$ cat src/sv/cnsp_pkg.sv
`default_nettype none

package cnsp_pkg;

    typedef enum logic [2:0] {
        KIND_NAME  = 3'd0,
        KIND_ENTRY = 3'd1,
        KIND_DATA  = 3'd2,
        KIND_END   = 3'd3,
        KIND_BAD   = 3'd4
    } kind_t;

    typedef struct packed {
        kind_t       kind;
        logic [31:0] value;
        logic        last;
    } result_t;

    // results produced by one accepted item, r0 first
    typedef struct packed {
        logic [1:0] count;
        result_t    r0;
        result_t    r1;
    } push_t;

    typedef struct packed {
        logic emit_names;
        logic emit_data;
        logic expand_newline;
    } cfg_t;

    localparam int ADDR_W = 4;

    localparam logic [1:0] REG_EMIT_NAMES  = 2'd0;
    localparam logic [1:0] REG_EMIT_DATA   = 2'd1;
    localparam logic [1:0] REG_EXPAND_NL   = 2'd2;

    localparam logic [31:0] MAGIC_LEN   = 32'd6;
    localparam logic [31:0] FSIZE_AT    = 32'd54;
    localparam logic [31:0] NSIZE_AT    = 32'd94;
    localparam logic [31:0] HEX_DIGITS  = 32'd8;
    localparam logic [31:0] HDR_LEN     = 32'd110;
    localparam logic [31:0] TRAILER_LEN = 32'd11;

    localparam logic [7:0] CHAR_LF = 8'h0A;
    localparam logic [7:0] CHAR_CR = 8'h0D;
    localparam logic [7:0] CHAR_UPPER_A = 8'h41;

    function automatic logic [7:0] magic_char(input logic [2:0] idx);
        logic [7:0] c;
        case (idx)
            3'd0:    c = "0";
            3'd1:    c = "7";
            3'd2:    c = "0";
            3'd3:    c = "7";
            3'd4:    c = "0";
            3'd5:    c = "1";
            default: c = 8'h00;
        endcase
        return c;
    endfunction

    function automatic logic [7:0] trailer_char(input logic [3:0] idx);
        logic [7:0] c;
        case (idx)
            4'd0:    c = "T";
            4'd1:    c = "R";
            4'd2:    c = "A";
            4'd3:    c = "I";
            4'd4:    c = "L";
            4'd5:    c = "E";
            4'd6:    c = "R";
            4'd7:    c = "!";
            4'd8:    c = "!";
            4'd9:    c = "!";
            default: c = 8'h00;
        endcase
        return c;
    endfunction

endpackage

`default_nettype wire

$ cat src/sv/cnsp_parser.sv
`default_nettype none

module cnsp_parser
    import cnsp_pkg::*;
(
    input  wire logic       clk,
    input  wire logic       rst_n,
    input  wire logic       in_accept,
    input  wire logic [7:0] in_byte,
    input  wire logic       in_start,
    input  wire cfg_t       cfg,
    output push_t           push
);

    typedef enum logic [2:0] {
        PH_HEADER  = 3'd0,
        PH_NAME    = 3'd1,
        PH_NAMEPAD = 3'd2,
        PH_DATA    = 3'd3,
        PH_DATAPAD = 3'd4,
        PH_ERROR   = 3'd5,
        PH_END     = 3'd6
    } phase_t;

    phase_t      phase_reg, phase_next;
    logic [31:0] pos_reg, pos_next;
    logic [31:0] fsize_reg, fsize_next;
    logic [31:0] nsize_reg, nsize_next;
    logic        tmatch_reg, tmatch_next;

    phase_t      ph;
    logic [31:0] pos;
    logic [31:0] pos_inc;
    logic [31:0] fsize;
    logic [31:0] nsize;
    logic        tmatch;
    logic [31:0] digit;
    logic        do_finish;
    result_t     r0, r1;
    logic [1:0]  n;
    result_t     fin;

    function automatic phase_t after_data(input logic [31:0] fs);
        return ((2'd0 - fs[1:0]) != 2'd0) ? PH_DATAPAD : PH_HEADER;
    endfunction

    function automatic phase_t after_namepad(input logic [31:0] fs);
        return (fs != 32'd0) ? PH_DATA : after_data(fs);
    endfunction

    function automatic phase_t after_name(input logic [31:0] ns, input logic [31:0] fs);
        return ((2'd2 - ns[1:0]) != 2'd0) ? PH_NAMEPAD : after_namepad(fs);
    endfunction

    always_comb
    begin
        ph      = in_start ? PH_HEADER : phase_reg;
        pos     = in_start ? 32'd0 : pos_reg;
        fsize   = in_start ? 32'd0 : fsize_reg;
        nsize   = in_start ? 32'd0 : nsize_reg;
        tmatch  = in_start ? 1'b1 : tmatch_reg;
        pos_inc = pos + 32'd1;
        digit   = (in_byte >= CHAR_UPPER_A) ? ({24'd0, in_byte} - 32'd55)
                                            : ({24'd0, in_byte} - 32'd48);

        phase_next  = ph;
        pos_next    = pos;
        fsize_next  = fsize;
        nsize_next  = nsize;
        tmatch_next = tmatch;
        do_finish   = 1'b0;
        n           = 2'd0;
        r0          = '{kind: KIND_NAME, value: 32'd0, last: 1'b0};
        r1          = '{kind: KIND_NAME, value: 32'd0, last: 1'b0};

        case (ph)
            PH_HEADER:
            begin
                if (pos < MAGIC_LEN && in_byte != magic_char(pos[2:0]))
                begin
                    r0         = '{kind: KIND_BAD, value: 32'd0, last: 1'b0};
                    n          = 2'd1;
                    phase_next = PH_ERROR;
                end
                else
                begin
                    if (pos >= FSIZE_AT && pos < FSIZE_AT + HEX_DIGITS)
                        fsize_next = ((pos == FSIZE_AT) ? 32'd0 : {fsize[27:0], 4'd0}) + digit;
                    if (pos >= NSIZE_AT && pos < NSIZE_AT + HEX_DIGITS)
                        nsize_next = ((pos == NSIZE_AT) ? 32'd0 : {nsize[27:0], 4'd0}) + digit;
                    pos_next = pos_inc;
                    if (pos_inc == HDR_LEN)
                    begin
                        pos_next    = 32'd0;
                        tmatch_next = 1'b1;
                        if (nsize_next == 32'd0)
                            do_finish = 1'b1;
                        else
                            phase_next = PH_NAME;
                    end
                end
            end
            PH_NAME:
            begin
                if (cfg.emit_names)
                begin
                    r0 = '{kind: KIND_NAME, value: {24'd0, in_byte}, last: 1'b0};
                    n  = 2'd1;
                end
                if (pos < TRAILER_LEN && in_byte != trailer_char(pos[3:0]))
                    tmatch_next = 1'b0;
                pos_next = pos_inc;
                if (pos_inc == nsize)
                    do_finish = 1'b1;
            end
            PH_NAMEPAD:
            begin
                pos_next = pos_inc;
                if (pos_inc == {30'd0, 2'd2 - nsize[1:0]})
                begin
                    pos_next   = 32'd0;
                    phase_next = after_namepad(fsize);
                end
            end
            PH_DATA:
            begin
                if (cfg.emit_data)
                begin
                    if (cfg.expand_newline && in_byte == CHAR_LF)
                    begin
                        r0 = '{kind: KIND_DATA, value: {24'd0, CHAR_CR}, last: 1'b0};
                        r1 = '{kind: KIND_DATA, value: {24'd0, in_byte}, last: 1'b0};
                        n  = 2'd2;
                    end
                    else
                    begin
                        r0 = '{kind: KIND_DATA, value: {24'd0, in_byte}, last: 1'b0};
                        n  = 2'd1;
                    end
                end
                pos_next = pos_inc;
                if (pos_inc == fsize)
                begin
                    pos_next   = 32'd0;
                    phase_next = after_data(fsize);
                end
            end
            PH_DATAPAD:
            begin
                pos_next = pos_inc;
                if (pos_inc == {30'd0, 2'd0 - fsize[1:0]})
                begin
                    pos_next   = 32'd0;
                    phase_next = PH_HEADER;
                end
            end
            default:
            begin
            end
        endcase

        // entry done, or archive end on the trailer entry
        fin = '{kind: KIND_ENTRY, value: fsize_next, last: 1'b0};
        if (do_finish)
        begin
            if (tmatch_next && nsize_next >= TRAILER_LEN)
            begin
                fin        = '{kind: KIND_END, value: 32'd0, last: 1'b0};
                phase_next = PH_END;
            end
            else
            begin
                pos_next   = 32'd0;
                phase_next = after_name(nsize_next, fsize_next);
            end
            if (n == 2'd0)
                r0 = fin;
            else
                r1 = fin;
            n = n + 2'd1;
        end

        if (n == 2'd1)
            r0.last = 1'b1;
        if (n == 2'd2)
            r1.last = 1'b1;

        push.count = n;
        push.r0    = r0;
        push.r1    = r1;
    end

    always_ff @(posedge clk or negedge rst_n)
    begin
        if (!rst_n)
        begin
            phase_reg  <= PH_HEADER;
            pos_reg    <= 32'd0;
            fsize_reg  <= 32'd0;
            nsize_reg  <= 32'd0;
            tmatch_reg <= 1'b1;
        end
        else if (in_accept)
        begin
            phase_reg  <= phase_next;
            pos_reg    <= pos_next;
            fsize_reg  <= fsize_next;
            nsize_reg  <= nsize_next;
            tmatch_reg <= tmatch_next;
        end
    end

endmodule

`default_nettype wire

$ cat src/sv/cnsp_out_q.sv
`default_nettype none

module cnsp_out_q
    import cnsp_pkg::*;
(
    input  wire logic  clk,
    input  wire logic  rst_n,
    input  wire logic  push_en,
    input  wire push_t push,
    output logic       room,
    output logic       head_valid,
    input  wire logic  head_ready,
    output result_t    head
);

    localparam int DEPTH = 3;

    result_t    slot_reg [DEPTH];
    result_t    slot_next [DEPTH];
    logic [1:0] count_reg, count_next;
    logic       pop;
    logic [1:0] base;

    always_comb
    begin
        pop  = (count_reg != 2'd0) && head_ready;
        base = count_reg - {1'b0, pop};
        for (int i = 0; i < DEPTH; i++)
        begin
            if (pop && i < DEPTH - 1)
                slot_next[i] = slot_reg[i + 1];
            else
                slot_next[i] = slot_reg[i];
            if (push_en && push.count != 2'd0 && 2'(i) == base)
                slot_next[i] = push.r0;
            if (push_en && push.count == 2'd2 && 2'(i) == base + 2'd1)
                slot_next[i] = push.r1;
        end
        count_next = push_en ? base + push.count : base;
    end

    always_ff @(posedge clk or negedge rst_n)
    begin
        if (!rst_n)
            count_reg <= 2'd0;
        else
            count_reg <= count_next;
    end

    always_ff @(posedge clk)
    begin
        for (int i = 0; i < DEPTH; i++)
            slot_reg[i] <= slot_next[i];
    end

    // room for the two results one item may bring
    assign room       = (count_reg <= 2'd1);
    assign head_valid = (count_reg != 2'd0);
    assign head       = slot_reg[0];

endmodule

`default_nettype wire

$ cat src/sv/cpio_newc_stream_parser.sv
// cpio newc archive parser, one archive byte per input item.
//
// Input channel s_*: tdata carries the archive byte, tuser[0] set restarts
// parsing with this byte as header byte zero (registers are kept).
// Output channel m_*: tuser is the result kind (name byte, entry done, data
// byte, archive end, bad magic), tdata the byte value or file size, tlast
// marks the final result of one input byte.
// Registers on the APB port: 0x0 emit_names, 0x4 emit_data,
// 0x8 expand_newline; write only while the stream is idle.
//
// A result enters the result queue when its byte is taken and is shown on m_tvalid from its head.
// Throughput: one byte per cycle while m_tready is high and each byte gives at most
// one result; the result queue holds three results and s_tready drops while two or
// more wait, so a byte giving two results (last name byte, expanded LF) holds off the
// next byte. The parse state update is a 32-bit position add and compare.
// Reset: registers return to defaults, the parser waits for header byte zero,
// the queue is empty. When m_tready is low, results stay queued and input
// is held off once the queue cannot take two more.
`default_nettype none

module cpio_newc_stream_parser
    import cnsp_pkg::*;
(
    input  wire logic              clk,
    input  wire logic              rst_n,
    // slave channel
    input  wire logic              s_tvalid,
    output logic                   s_tready,
    input  wire logic [7:0]        s_tdata,   // [7:0] archive_byte
    input  wire logic              s_tuser,   // [0] start_of_archive
    // master channel
    output logic                   m_tvalid,
    input  wire logic              m_tready,
    output logic [31:0]            m_tdata,   // [31:0] value
    output logic [2:0]             m_tuser,   // [2:0] kind
    output logic                   m_tlast,
    // config
    input  wire logic              psel,
    input  wire logic              penable,
    input  wire logic              pwrite,
    input  wire logic [ADDR_W-1:0] paddr,
    input  wire logic [31:0]       pwdata,
    output logic [31:0]            prdata,
    output logic                   pready
);

    cfg_t    cfg_reg;
    logic    in_accept;
    logic    cfg_write;
    push_t   push;
    result_t head;
    logic    room;

    assign pready    = 1'b1;
    assign cfg_write = psel && penable && pwrite && pready;

    always_ff @(posedge clk or negedge rst_n)
    begin
        if (!rst_n)
        begin
            cfg_reg.emit_names     <= 1'b1;
            cfg_reg.emit_data      <= 1'b1;
            cfg_reg.expand_newline <= 1'b0;
        end
        else if (cfg_write)
        begin
            case (paddr[3:2])
                REG_EMIT_NAMES: cfg_reg.emit_names     <= pwdata[0];
                REG_EMIT_DATA:  cfg_reg.emit_data      <= pwdata[0];
                REG_EXPAND_NL:  cfg_reg.expand_newline <= pwdata[0];
                default:
                begin
                end
            endcase
        end
    end

    always_comb
    begin
        case (paddr[3:2])
            REG_EMIT_NAMES: prdata = {31'd0, cfg_reg.emit_names};
            REG_EMIT_DATA:  prdata = {31'd0, cfg_reg.emit_data};
            REG_EXPAND_NL:  prdata = {31'd0, cfg_reg.expand_newline};
            default:        prdata = 32'd0;
        endcase
    end

    assign s_tready  = room;
    assign in_accept = s_tvalid && s_tready;

    cnsp_parser u_parser (
        .clk       (clk),
        .rst_n     (rst_n),
        .in_accept (in_accept),
        .in_byte   (s_tdata),
        .in_start  (s_tuser),
        .cfg       (cfg_reg),
        .push      (push)
    );

    cnsp_out_q u_out_q (
        .clk        (clk),
        .rst_n      (rst_n),
        .push_en    (in_accept),
        .push       (push),
        .room       (room),
        .head_valid (m_tvalid),
        .head_ready (m_tready),
        .head       (head)
    );

    assign m_tdata = head.value;
    assign m_tuser = head.kind;
    assign m_tlast = head.last;

endmodule

`default_nettype wire

$ cat config.mk
export PLATFORM = sky130hd
export DESIGN_NAME = cpio_newc_stream_parser
export DESIGN_NICKNAME = d
export VERILOG_FILES = /design/src/sv/cnsp_pkg.sv /design/src/sv/cnsp_parser.sv /design/src/sv/cnsp_out_q.sv /design/src/sv/cpio_newc_stream_parser.sv
export SDC_FILE = /design/constraint.sdc
export NUM_CORES = 1
export LEC_CHECK = 0
export BUFFER_PORTS_ARGS = -buffer_cell sky130_fd_sc_hd__buf_2
export CORE_UTILIZATION = 60
export DETAILED_ROUTE_END_ITERATION = 7
export GPL_ROUTABILITY_DRIVEN = 0
export PLACE_DENSITY = 0.79
export SLEW_MARGIN = 20
export SYNTH_ARGS = -nofsm -noshare
export SYNTH_HDL_FRONTEND = slang
export SYNTH_HIERARCHICAL = 1
export SYNTH_SLANG_ARGS = --single-unit
$ cat constraint.sdc
create_clock -name clk -period 10.6 [get_ports clk]
set_input_delay 2.12 -clock clk [delete_from_list [all_inputs] [get_ports clk]]
set_output_delay 2.12 -clock clk [all_outputs]
set_load 0.01 [all_outputs]
==> results.py <==
metrics = {
    "synthesis": {
        "netlist_area_um2": 20400,
        "synth_edf_count": 108,
        "async_flop_share": 0.493,
        "syn-instance-count": 2529,
        "avgSynthCellArea_um2": 8.08,
        "yosys.cell_types.count": 118,
        "synth_ff_type": "edfxtp_1",
        "yosysWarningCount": 6,
        "yosysTopAreaCellShare": 0.159,
        "ys_ff_latch": 213,
        "yosysSeqAreaShare": 0.288,
        "synth_top_area_cell": "edfxtp_1",
        "synth.area.top_cells": "edfxtp_1 (16%), dfrtp_1 (12%), nor2_1 (5.3%), nand2_1 (4.9%), xnor2_1 (4.8%)",
    },
    "global_route": {
        "gr-total-overflow": 0,
        "antenna_found_initial": 1,
        "met2_usage": 0.545,
        "met1_usage": 0.483,
        "grt_first_pass_wirelength_mm": 102,
        "gr-usage-all-layers": 0.359,
        "grt_use_met3": 0.0871,
        "grt_pass1_vias": 18728,
        "busiest_layer": "met2",
        "grt_max_degree": 77,
    },
    "power": {
        "ir_drop_uv": 154,
        "power_density_nw_per_um2": 149,
        "p_leak_nw": 8.23,
    },
    "floorplan": {
        "dieArea_um2": 34800,
        "initial_core_util": 0.609,
        "coreArea_um2": 33500,
        "rows": 67,
        "die_h_um": 187,
        "die_w_um": 187,
        "ios": 123,
    },
    "layout": {
        "largest_reg_flops": 108,
        "area_delta_synth_final_pct": 3.42,
        "n_fill_cell": 2870,
        "fin_nets": 2506,
        "stdcell_count": 2883,
        "final_layout_size_suffix_gt1_frac": 0.105,
        "final_area_um2": 21100,
    },
    "sta": {
        "fin_crit_ns": 9.12,
        "relSlewSlack": 0.182,
        "skew_ns": 0.0202,
        "rsz0062_at_grt": "false",
        "hold_viol": 0,
        "fmax_ghz": 0.110,
        "fin_hold_ws_ns": 0.514,
        "report.final.slew_viol_count": 0,
        "setup_violations": 0,
        "tns_ns": 0,
        "worst_pin_slew_ns": 1.22,
        "min_period_over_period": 0.860,
    },
    "cts": {
        "clock-root-buffer": "clkbuf_16",
        "cts_buffer_depth": 3,
        "postCtsSetupBuffers": 0,
        "cts_max_level": 1,
        "holdBufCountCts": 0,
        "clk_pin_slew_ns": 0.06,
        "cts_buffers": 26,
        "insertion_delay_ns": 0.56,
        "cts.sinks": 213,
        "cts_tree": "yes",
        "cts_resized": 0,
    },
    "critical_path": {
        "criticalPathCategory": "primary input to register",
        "endpoint_kind": "register",
        "worstPathMaxFanout": 36,
        "arrival_ns": 9.39,
        "r2r_slack_ns": 2.40,
        "start_kind": "primary input",
        "required_ns": 10.87,
    },
    "route": {
        "wire_per_inst_um": 22.2,
        "drc": 0,
        "firstDrtPassIters": 6,
        "wl_mm": 64.1,
        "drt_iter0_markers": 2772,
        "ant_nets": 0,
        "num_vias": 20135,
        "viasPerCell": 6.98,
    },
    "placed_design": {
        "dpl_cell_area_um2": 20200,
        "post-dp-hpwl_mm": 44.8,
        "placed_cells": 2833,
        "portBuffers": 57,
    },
    "outcome": {
        "status": "finished clean",
    },
    "run": {
        "maxCapViolCount": 0,
    },
    "min_path": {
        "hold_class": "register to register",
    },
}
[per-stage QoR]
stage | worst slack, ns | utilization | total power, mW
final | 1.48 | 0.630 | 3.14
after global routing | 1.19 | 0.630 | 3.27
after CTS | 1.74 | 0.630 | 3.12
after detailed placement | 1.18 | 0.603 | 2.18
after global placement | 1.41 | 0.603 | 2.15
after floorplan | 0.144 | - | 1.95
[worst paths after layout]
kind / from / end / cells past startpoint
max: s_tdata[0] / u_out_q/slot_reg[0][67] / 25
min: u_parser/tmatch_reg / u_parser/tmatch_reg / 2
max reg2reg: u_parser/pos_reg[3] / u_out_q/slot_reg[0][67] / 24
min reg2reg: u_parser/tmatch_reg / u_parser/tmatch_reg / 2
max in group asynchronous: rst_n / u_parser/fsize_reg[23] / 2
min in group asynchronous: rst_n / u_parser/nsize_reg[15] / 1
[critical path, cell delays in order]
cell,delay (ns)
buf_2,0.18
inv_1,0.21
ha_1,0.20
nor4b_1,0.35
o21ai_0,0.14
a21o_1,0.22
nand2_1,0.10
xnor2_1,0.26
ha_1,0.27
fa_1,0.21
a21o_1,0.16
o21ai_1,0.27
a221oi_1,0.66
o41ai_4,0.16
a2111oi_4,0.54
mux2i_1,0.41
a31oi_1,0.07
a21oi_1,0.38
o31a_1,0.42
xor2_1,0.53
or2_2,0.25
and4b_2,0.24
buf_4,0.54
mux2i_1,0.30
a21oi_1,0.10
[where the power goes]
part	switching, mW	leakage, nW	internal (mW)
Clock	0.384	0.446	0.553
Sequential	0.124	2.46	1.06
Combinational	0.665	5.32	0.355
[metal layers]
metal	wire length (um)	part of all wire
met1	24800	0.39
met2	28100	0.44
met3	8160	0.13
met4	3040	0.047
met5	0	0
[kinds of logic after synthesis]
logic type | count (synthesis) | share of synthesized area
simple gates | 1058 | 0.270
flops | 213 | 0.288
compound gates | 655 | 0.216
other cells | 3 | 0.000551
buf+inv | 304 | 0.0790
mux | 107 | 0.0557
fa+ha+maj | 41 | 0.0258
xor+xnor | 148 | 0.0650
[Yosys cell counts (13+ instances only)]
library cell  count
o21ai_1          17
nor2_4           20
o31ai_1          19
xnor2_1         113
or3_1            18
clkbuf_1         93
a21oi_1         162
o21ai_0         112
a22o_1           30
o21a_1           13
nand2_1         265
nor3_1           57
buf_1            13
and3_1           33
or4_1            20
inv_1            34
nor2b_1          45
nor4_1           36
mux2i_1          54
a211o_1          14
buf_4            81
dfrtp_1         102
mux2_1           34
a31oi_1          73
buf_2            68
edfxtp_1        108
a21o_1           22
and2_1           34
mux2_2           19
o22ai_1          19
xor2_1           33
nand3_1          73
nand4_1          44
ha_1             39
nor2_1          291
o211ai_1         13
a211oi_1         22
nand2b_1         25
[cell usage in the layout (no fill, tap or decap), drive strengths merged, types with 16 or more instances in the layout]
master	instances
nor2	312
nand2	266
a21oi	164
o21ai	129
xnor2	114
edfxtp	108
dfrtp	102
buf	92
nand3	76
a31oi	73
nor3	59
mux2i	54
mux2	53
nor4	47
nand4	46
nor2b	45
ha	39
inv	37
and2	35
conb	33
xor2	33
and3	33
clkbuf	33
a22o	30
nand2b	25
a21o	22
a211oi	22
or4	20
o31ai	20
o22ai	19
or3	18
or2	16
[layout make-up]
type	count	area, um^2	area share
inverter	38	143	0.00675
antenna	2	5.00	0.000237
sequential	213	5870	0.278
multi-input combinational	2042	13100	0.620
tap	448	561	0.0265
clock inverter	15	173	0.00817
clock buffer	33	717	0.0339
timing repair buffer	92	553	0.0262
(Power assumes the default switching activity.)
